$ cat config.mk
export PLATFORM = sky130hd
export DESIGN_NAME = peptide_cleavage_site_counter_unit
export DESIGN_NICKNAME = d
export VERILOG_FILES = /design/src/design/pcsc_pkg.sv /design/src/design/peptide_cleavage_site_counter_unit.sv /design/src/design/pcsc_in_reg.sv /design/src/design/pcsc_site_eval.sv /design/src/design/pcsc_out_reg.sv
export SDC_FILE = /design/constraint.sdc
export NUM_CORES = 1
export LEC_CHECK = 0
export ABC_AREA = 1
export BUFFER_PORTS_ARGS = -buffer_cell sky130_fd_sc_hd__buf_2
export CAP_MARGIN = 20
export CORE_ASPECT_RATIO = 0.8
export CORE_MARGIN = 1
export CORE_UTILIZATION = 54
export DETAILED_ROUTE_END_ITERATION = 16
export PLACE_DENSITY = 0.76
export SLEW_MARGIN = 15
export SYNTH_ARGS = -nofsm -noshare
export SYNTH_HDL_FRONTEND = slang
export SYNTH_HIERARCHICAL = 1
export SYNTH_SLANG_ARGS = --single-unit
$ cat constraint.sdc
create_clock -name clk -period 2.1 [get_ports clk]
set_input_delay 0.42 -clock clk [delete_from_list [all_inputs] [get_ports clk]]
set_output_delay 0.42 -clock clk [all_outputs]
set_load 0.005 [all_outputs]
$ cat src/design/pcsc_pkg.sv
// ----------------------------------------------------------------------------
// pcsc_pkg: shared types, constants and functions
// Character classes, enzyme rule codes and item/result structures for the
// peptide cleavage site counter.
// ----------------------------------------------------------------------------
package pcsc_pkg;

  localparam int MAX_LEN   = 255;
  localparam int POS_W     = $clog2(MAX_LEN + 1);
  localparam int COUNT_CAP = (MAX_LEN < 255) ? MAX_LEN : 255;
  localparam int CNT_W     = 8;
  localparam int MIN_LEN   = 5;

  localparam logic [7:0] CH_K    = 8'h4B;
  localparam logic [7:0] CH_R    = 8'h52;
  localparam logic [7:0] CH_P    = 8'h50;
  localparam logic [7:0] CH_DASH = 8'h2D;
  localparam logic [7:0] CH_F    = 8'h46;
  localparam logic [7:0] CH_H    = 8'h48;
  localparam logic [7:0] CH_W    = 8'h57;
  localparam logic [7:0] CH_Y    = 8'h59;
  localparam logic [7:0] CH_L    = 8'h4C;
  localparam logic [7:0] CH_M    = 8'h4D;
  localparam logic [7:0] CH_V    = 8'h56;
  localparam logic [7:0] CH_A    = 8'h41;
  localparam logic [7:0] CH_G    = 8'h47;
  localparam logic [7:0] CH_HASH = 8'h23;
  localparam logic [7:0] CH_STAR = 8'h2A;
  localparam logic [7:0] CH_AT   = 8'h40;

  localparam int N_AMINO = 20;
  localparam logic [7:0] AMINO_SET [N_AMINO] = '{
    8'h41, 8'h43, 8'h44, 8'h45, 8'h46, 8'h47, 8'h48, 8'h49, 8'h4B, 8'h4C,
    8'h4D, 8'h4E, 8'h50, 8'h51, 8'h52, 8'h53, 8'h54, 8'h56, 8'h57, 8'h59
  };

  typedef enum logic [1:0] {
    ENZ_NONE     = 2'd0,
    ENZ_TRYPSIN  = 2'd1,
    ENZ_CHYMO    = 2'd2,
    ENZ_ELASTASE = 2'd3
  } enzyme_t;

  typedef struct packed {
    logic [7:0] residue_char;
    logic       last_char;
  } item_t;

  typedef struct packed {
    logic             nterm_cleaved;
    logic             cterm_cleaved;
    logic [CNT_W-1:0] internal_cleavages;
    logic [CNT_W-1:0] residue_count;
    logic [CNT_W-1:0] mod_count;
    logic             too_short;
  } result_t;

  function automatic logic is_amino(input logic [7:0] ch);
    logic hit;
    hit = 1'b0;
    for (int i = 0; i < N_AMINO; i++) begin
      if (ch == AMINO_SET[i]) hit = 1'b1;
    end
    return hit;
  endfunction

  function automatic logic is_mark(input logic [7:0] ch);
    return (ch == CH_HASH) || (ch == CH_STAR) || (ch == CH_AT);
  endfunction

  function automatic logic rule_match(input enzyme_t mode, input logic [7:0] n,
                                      input logic [7:0] c);
    logic site;
    logic hit;
    site = 1'b0;
    hit  = 1'b0;
    unique case (mode)
      ENZ_NONE: begin
        site = 1'b0;
      end
      ENZ_TRYPSIN: begin
        site = (n == CH_K) || (n == CH_R);
      end
      ENZ_CHYMO: begin
        site = (n == CH_F) || (n == CH_H) || (n == CH_W) || (n == CH_Y) ||
               (n == CH_L) || (n == CH_M);
      end
      ENZ_ELASTASE: begin
        site = (n == CH_L) || (n == CH_V) || (n == CH_A) || (n == CH_G);
      end
      default: begin
        site = 1'b0;
      end
    endcase
    if (mode != ENZ_NONE) begin
      hit = (site && (c != CH_P)) || (n == CH_DASH) || (c == CH_DASH);
    end
    return hit;
  endfunction

  function automatic logic [CNT_W-1:0] sat_inc(input logic [CNT_W-1:0] v);
    return (v < CNT_W'(COUNT_CAP)) ? v + CNT_W'(1) : v;
  endfunction

endpackage

$ cat src/design/peptide_cleavage_site_counter_unit.sv
// ----------------------------------------------------------------------------
// peptide_cleavage_site_counter_unit: flanked peptide cleavage site counter
// Path: a final character waits in the input register, then its result is
// loaded into the result register (a held result can stall the load).
// Throughput: one character per cycle; the evaluation stage stalls only when
// a final character meets a result register that is still held.
// Reset: synchronous active-low rst_n clears string state, enzyme_mode = 1.
// ----------------------------------------------------------------------------
module peptide_cleavage_site_counter_unit (
  input  logic        clk,
  input  logic        rst_n,
  input  logic        cfg_we,
  input  logic [1:0]  cfg_wdata,  // enzyme_mode
  input  logic        in_tvalid,
  output logic        in_tready,
  input  logic [7:0]  in_tdata,   // [7:0] residue_char
  input  logic        in_tlast,   // last_char
  output logic        out_tvalid,
  input  logic        out_tready,
  output logic [31:0] out_tdata,  // [0] nterm_cleaved, [1] cterm_cleaved,
                                  // [9:2] internal_cleavages,
                                  // [17:10] residue_count, [25:18] mod_count
  output logic        out_tuser   // too_short
);

  pcsc_pkg::enzyme_t mode_r;
  pcsc_pkg::item_t   item;
  pcsc_pkg::result_t result;
  logic              item_valid;
  logic              out_busy;
  logic              advance;
  logic              out_load;

  always_ff @(posedge clk) begin
    if (!rst_n) begin
      mode_r <= pcsc_pkg::ENZ_TRYPSIN;
    end else if (cfg_we) begin
      mode_r <= pcsc_pkg::enzyme_t'(cfg_wdata);
    end
  end

  assign advance  = item_valid && !(item.last_char && out_busy);
  assign out_load = advance && item.last_char;

  pcsc_in_reg u_in_reg (
    .clk        (clk),
    .rst_n      (rst_n),
    .in_tvalid  (in_tvalid),
    .in_tready  (in_tready),
    .in_tdata   (in_tdata),
    .in_tlast   (in_tlast),
    .advance    (advance),
    .item_valid (item_valid),
    .item       (item)
  );

  pcsc_site_eval u_site_eval (
    .clk    (clk),
    .rst_n  (rst_n),
    .step   (advance),
    .item   (item),
    .mode   (mode_r),
    .result (result)
  );

  pcsc_out_reg u_out_reg (
    .clk        (clk),
    .rst_n      (rst_n),
    .load       (out_load),
    .result     (result),
    .busy       (out_busy),
    .out_tvalid (out_tvalid),
    .out_tready (out_tready),
    .out_tdata  (out_tdata),
    .out_tuser  (out_tuser)
  );

  a_ready_when_empty: assert property (@(posedge clk) disable iff (!rst_n)
    !in_tready |-> item_valid)
    else $error("input stalled with empty input register");

  a_load_shows_result: assert property (@(posedge clk) disable iff (!rst_n)
    out_load |=> out_tvalid)
    else $error("final character did not produce a result");

  a_short_zero_counts: assert property (@(posedge clk) disable iff (!rst_n)
    (out_tvalid && out_tuser) |-> (out_tdata == 32'd0))
    else $error("short string result carries nonzero counts");

  a_no_overwrite: assert property (@(posedge clk) disable iff (!rst_n)
    (out_tvalid && !out_tready) |-> !out_load)
    else $error("held result overwritten");

endmodule

$ cat src/design/pcsc_in_reg.sv
// ----------------------------------------------------------------------------
// pcsc_in_reg: input register
// Holds one character request until the evaluation stage takes it.
// ----------------------------------------------------------------------------
module pcsc_in_reg (
  input  logic            clk,
  input  logic            rst_n,
  input  logic            in_tvalid,
  output logic            in_tready,
  input  logic [7:0]      in_tdata,   // [7:0] residue_char
  input  logic            in_tlast,   // last_char
  input  logic            advance,
  output logic            item_valid,
  output pcsc_pkg::item_t item
);

  logic            valid_r;
  logic            valid_nxt;
  pcsc_pkg::item_t item_r;

  assign in_tready  = !valid_r || advance;
  assign item_valid = valid_r;
  assign item       = item_r;

  always_comb begin
    valid_nxt = valid_r;
    if (in_tready) valid_nxt = in_tvalid;
  end

  always_ff @(posedge clk) begin
    if (!rst_n) begin
      valid_r <= 1'b0;
    end else begin
      valid_r <= valid_nxt;
    end
  end

  always_ff @(posedge clk) begin
    if (in_tvalid && in_tready) begin
      item_r.residue_char <= in_tdata;
      item_r.last_char    <= in_tlast;
    end
  end

endmodule

$ cat src/design/pcsc_site_eval.sv
// ----------------------------------------------------------------------------
// pcsc_site_eval: string state and cleavage evaluation
// Tracks position, history and running counts of one flanked string and
// forms the result for the final character.
// ----------------------------------------------------------------------------
module pcsc_site_eval (
  input  logic              clk,
  input  logic              rst_n,
  input  logic              step,
  input  pcsc_pkg::item_t   item,
  input  pcsc_pkg::enzyme_t mode,
  output pcsc_pkg::result_t result
);

  logic [7:0]                 hist0_r, hist1_r, hist2_r;
  logic [7:0]                 first_r;
  logic [pcsc_pkg::POS_W-1:0] pos_r;
  logic [pcsc_pkg::CNT_W-1:0] pair_r, aa_r, mark_r;
  logic                       nterm_r;

  logic [7:0]                 first_nxt;
  logic [pcsc_pkg::POS_W-1:0] pos_nxt;
  logic [pcsc_pkg::CNT_W-1:0] pair_nxt, aa_nxt, mark_nxt;
  logic                       nterm_nxt;
  logic [pcsc_pkg::POS_W-1:0] count_now;
  logic                       at_max;

  assign at_max    = (pos_r == pcsc_pkg::POS_W'(pcsc_pkg::MAX_LEN));
  assign count_now = at_max ? pos_r : pos_r + pcsc_pkg::POS_W'(1);

  always_comb begin
    first_nxt = first_r;
    nterm_nxt = nterm_r;
    aa_nxt    = aa_r;
    mark_nxt  = mark_r;
    pair_nxt  = pair_r;
    if (pos_r == pcsc_pkg::POS_W'(0)) first_nxt = item.residue_char;
    if (pos_r == pcsc_pkg::POS_W'(2)) begin
      nterm_nxt = pcsc_pkg::rule_match(mode, first_r, item.residue_char);
    end
    if (pos_r >= pcsc_pkg::POS_W'(4)) begin
      if (pcsc_pkg::is_amino(hist1_r)) aa_nxt = pcsc_pkg::sat_inc(aa_r);
      if (pcsc_pkg::is_mark(hist1_r)) mark_nxt = pcsc_pkg::sat_inc(mark_r);
      if ((pos_r >= pcsc_pkg::POS_W'(5)) && pcsc_pkg::rule_match(mode, hist2_r, hist1_r)) begin
        pair_nxt = pcsc_pkg::sat_inc(pair_r);
      end
    end
    pos_nxt = count_now;
  end

  always_comb begin
    result = '0;
    if (count_now < pcsc_pkg::POS_W'(pcsc_pkg::MIN_LEN)) begin
      result.too_short = 1'b1;
    end else begin
      result.nterm_cleaved      = nterm_nxt;
      result.cterm_cleaved      = pcsc_pkg::rule_match(mode, hist1_r, item.residue_char);
      result.internal_cleavages = pair_nxt;
      result.residue_count      = aa_nxt;
      result.mod_count          = mark_nxt;
    end
  end

  always_ff @(posedge clk) begin
    if (!rst_n) begin
      hist0_r <= '0;
      hist1_r <= '0;
      hist2_r <= '0;
      first_r <= '0;
      pos_r   <= '0;
      pair_r  <= '0;
      aa_r    <= '0;
      mark_r  <= '0;
      nterm_r <= 1'b0;
    end else if (step) begin
      if (item.last_char) begin
        hist0_r <= '0;
        hist1_r <= '0;
        hist2_r <= '0;
        first_r <= '0;
        pos_r   <= '0;
        pair_r  <= '0;
        aa_r    <= '0;
        mark_r  <= '0;
        nterm_r <= 1'b0;
      end else begin
        hist2_r <= hist1_r;
        hist1_r <= hist0_r;
        hist0_r <= item.residue_char;
        first_r <= first_nxt;
        pos_r   <= pos_nxt;
        pair_r  <= pair_nxt;
        aa_r    <= aa_nxt;
        mark_r  <= mark_nxt;
        nterm_r <= nterm_nxt;
      end
    end
  end

endmodule

$ cat src/design/pcsc_out_reg.sv
// ----------------------------------------------------------------------------
// pcsc_out_reg: result register
// Holds one result until the downstream side takes it.
// ----------------------------------------------------------------------------
module pcsc_out_reg (
  input  logic              clk,
  input  logic              rst_n,
  input  logic              load,
  input  pcsc_pkg::result_t result,
  output logic              busy,
  output logic              out_tvalid,
  input  logic              out_tready,
  output logic [31:0]       out_tdata,  // [0] nterm_cleaved, [1] cterm_cleaved,
                                        // [9:2] internal_cleavages,
                                        // [17:10] residue_count, [25:18] mod_count
  output logic              out_tuser   // too_short
);

  logic              valid_r;
  logic              valid_nxt;
  pcsc_pkg::result_t res_r;

  assign busy       = valid_r && !out_tready;
  assign out_tvalid = valid_r;
  assign out_tdata  = {6'd0, res_r.mod_count, res_r.residue_count,
                       res_r.internal_cleavages, res_r.cterm_cleaved, res_r.nterm_cleaved};
  assign out_tuser  = res_r.too_short;

  always_comb begin
    valid_nxt = valid_r;
    if (out_tready) valid_nxt = 1'b0;
    if (load) valid_nxt = 1'b1;
  end

  always_ff @(posedge clk) begin
    if (!rst_n) begin
      valid_r <= 1'b0;
    end else begin
      valid_r <= valid_nxt;
    end
  end

  always_ff @(posedge clk) begin
    if (load) res_r <= result;
  end

endmodule

==> metrics <==
PortBufs 44; FMAX 498 MHz; critical-path cell list ha_4 > nand2_2 > inv_2 > nand2_2 > nor2_4 > nand3_4 > inv_4 > nand2_2 > o21ai_2 > nand2_1 > a21oi_2 > nand2_4 > inv_8 > nor2_1; crit end category register; Starting Density 56.7%; gpl congestion 0.921; Synth Area in Simple Gates 32.1%; final core occ 65.7%; Slew Limit Fails 0; slowest cell on the critical path dfxtp_2; DP Wirelength 9.12 mm; DR WL/cell 13.6 um; Post-Syn Instances 771; adder-cell share of the synthesized area 1.79%; Routed WL 13.2 mm; share of cells above drive strength 1 17.0%; Seq/Total Area, Yosys 44.1%; VDD IR-drop max 0.000497 V; R2R Path Start u_site_eval/pos_r[1]$_SDFFE_PN0P_; register area 2470 um2; worst clock skew 0.00980 ns; nets 853; vias in the first global route 4,689; Ys Warns 6; initial DRC count 453; Mapped Area 5580 um2; Pre-antenna DRT Iters 6; largest family of logic cells by synthesized area simple AND/OR/NAND/NOR gates; first-pass GRT wire length 21.5 mm; status finished, final reports clean; # IOs 51; Synth Area in XOR/XNOR 1.88%; Hold Path Class input port to register; Worst Path Arrival 2.11 ns; Die Y 92.9 um; Crit Path Category register to register; max_cap viols 0; Leak 2.57 nW; Layout Cells excl Fill 970; clk sinks 105; Tcrit/Tclk final 95.7%; PD cells 633 nW/um2; Synth Area in Compound Gates 11.3%; post-route ant nets 0; critical path peak fanout 6; n_diodes 0; core region area 9850 um2; Critical Path RT 2.20 ns; final hold vios 0; Multi-input gate area 2740 um2; Clock Path Buffers 2; clk_lat worst skew 0.35 ns; CP max stage delay 0.36 ns; initial antenna violation count 0; Clk Tree Root Cell clkbuf_16; CP dominant cell by count nand2_2; Die Span X 116 um; Setup WS post-layout 0.0911 ns; clk slew on worst S/H paths 0.07 ns; die area 10,800 um2; Total Routing Usage GR 25.4%; Residual DRC 0; GRT overflow 0; largest net degree at the start of global routing 56; H-tree Lvls 3; Final Critical Period 2.01 ns; # setup viols final 0; CTS Buf Count 9; CTS tree done; row cnt 32; Startpoint Class register; placed cells 949; post-DR vias/cell 5.33; Syn Area/Cell 7.24 um2; min-delay src in_tdata[1]; post-synthesis mux area share 0%; Layout fillers 852; post-place setup slack -0.0479 ns; Yosys reg bits 105; Critical Path Start u_site_eval/pos_r[1]$_SDFFE_PN0P_; post-synthesis cell type count 46; Layout area overhead 15.9%; via count 5,173; RSZ-0062 raised after global routing yes
[cell type report]
cell class,instances,area share [%]
clock buffers,10,3.87
flip-flops and latches,105,38.2
well taps,136,2.63
inverters,92,5.57
multi-input cells,552,42.3
repair buffers,67,6.27
clock inverters,6,0.716
repair inverters,2,0.426
[Yosys cell counts, drive strengths merged]
| cell | count | area [um2] |
|---|---|---|
| edfxtp | 36 | 1080 |
| nor2 | 76 | 295 |
| nand3b | 2 | 15.0 |
| o21ai | 22 | 118 |
| nor4b | 1 | 8.76 |
| a21oi | 79 | 414 |
| ha | 8 | 100 |
| o21bai | 2 | 15.0 |
| inv | 91 | 344 |
| dfxtp | 69 | 1380 |
| nor3b | 1 | 7.51 |
| o31ai | 1 | 7.51 |
| xor2 | 11 | 96.3 |
| or2 | 4 | 25.0 |
| a21boi | 1 | 7.51 |
| buf | 10 | 77.6 |
| clkinv | 1 | 5.00 |
| a2bb2oi | 2 | 17.5 |
| o221ai | 1 | 8.76 |
| nor3 | 10 | 50.1 |
| nand4 | 10 | 62.6 |
| xnor2 | 1 | 8.76 |
| nor4 | 5 | 52.6 |
| clkbuf | 17 | 63.8 |
| conb | 1 | 3.75 |
| nand2 | 229 | 887 |
| and2 | 1 | 6.26 |
| o22ai | 4 | 25.0 |
| nand3 | 73 | 383 |
| o211ai | 2 | 15.0 |
[report_power, final]
part	internal, mW	switching [mW]	total, mW	leakage [nW]
registers	2.15	0.0406	2.19	0.887
logic	0.0831	0.166	0.249	1.54
clock network	0.885	0.773	1.66	0.141
[per-layer routing]
layer  share of wire, %  wire [um]  track usage [%]  vias to the layer above
li1                   -          -                -                     2607
met1                 47       6220             34.1                     2407
met2                 47       6150             41.8                      145
met3                5.1        678             4.65                       14
met4                1.1        141             7.48                        0
met5                  0          0                0                        -
[sequential cells by signal (all words and copies together), names as in the netlist]
| signal | flops |
|---|---|
| mode_r | 2 |
| u_in_reg/item | 9 |
| u_in_reg/item_valid | 1 |
| u_out_reg/out_tdata | 26 |
| u_out_reg/out_tuser | 1 |
| u_out_reg/out_tvalid | 1 |
| u_site_eval/aa_r | 8 |
| u_site_eval/first_r | 8 |
| u_site_eval/hist0_r | 8 |
| u_site_eval/hist1_r | 8 |
| u_site_eval/hist2_r | 8 |
| u_site_eval/mark_r | 8 |
| u_site_eval/nterm_r | 1 |
| u_site_eval/pair_r | 8 |
| u_site_eval/pos_r | 8 |
[final timing paths]
check / end / slack, ns / cells past startpoint
worst min-delay path: u_in_reg/item[2]$_DFFE_PP_ / 0.24 / 1
worst min register to register: u_site_eval/hist1_r[6]$_SDFFE_PN0P_ / 0.47 / 2
worst max-delay path: u_out_reg/out_tdata[8]$_DFFE_PP_ / 0.09 / 14
worst max register to register: u_out_reg/out_tdata[8]$_DFFE_PP_ / 0.09 / 14
[metrics by stage]
step	area (um2)	hold WS [ns]	setup TNS [ns]	total power [mW]
floorplan	5600	0.437	0	2.38
global placement	6020	0.452	0	2.47
detailed placement	6020	0.459	-0.576	2.48
CTS	6320	0.230	0	4.13
global route	6470	0.223	-0.0280	4.25
finish	6470	0.241	0	4.10
[placed cells by master (no fill, tap or decap), types with 2 or more instances in the layout]
cell | synthesis | final
or2_2 | 2 | 2
a21oi_1 | 74 | 72
clkinvlp_4 | 0 | 2
nand2_2 | 5 | 9
dfxtp_1 | 69 | 63
nand3_1 | 71 | 71
nor3_1 | 10 | 9
ha_1 | 8 | 7
o22ai_1 | 4 | 4
nor2_1 | 74 | 65
nor4_2 | 1 | 2
conb_1 | 1 | 6
nor2_4 | 1 | 2
o21ai_0 | 19 | 18
nor4_1 | 3 | 2
nand2_1 | 222 | 217
nand4_1 | 10 | 10
or2_1 | 2 | 2
clkinv_8 | 0 | 2
inv_2 | 4 | 5
o211ai_1 | 2 | 2
a2bb2oi_1 | 2 | 2
nand2_4 | 2 | 3
nor2_2 | 1 | 9
o21ai_2 | 2 | 3
inv_1 | 86 | 85
dfxtp_2 | 0 | 6
o21bai_1 | 2 | 2
buf_4 | 6 | 22
buf_2 | 2 | 44
xor2_1 | 11 | 10
inv_6 | 0 | 2
a21oi_2 | 5 | 7
clkbuf_16 | 0 | 10
edfxtp_1 | 36 | 36
nand3b_1 | 2 | 2
[cell families after synthesis]
group / Yosys count
buf+inv: 119
xor+xnor: 12
simple gates: 412
other cells: 1
flops: 105
compound gates: 114
fa+ha+maj: 8
[critical path: cells and delay by family, from the launching register on]
family                     cells  cell delay (ns)
AOI/OAI and AO/OA              2             0.24
adders and majority gates      1             0.15
buffers and inverters          3             0.28
DFF                            1             0.36
and+or+nand+nor                8             0.72
[repair_timing]
item,4_1_cts,5_1_grt
gates cloned,0,2
gates resized for setup,2,36
hold buffers,0,0
setup buffers,0,3
pin swaps,0,6
setup endpoints to repair,24,38
(Power assumes the default switching activity.)
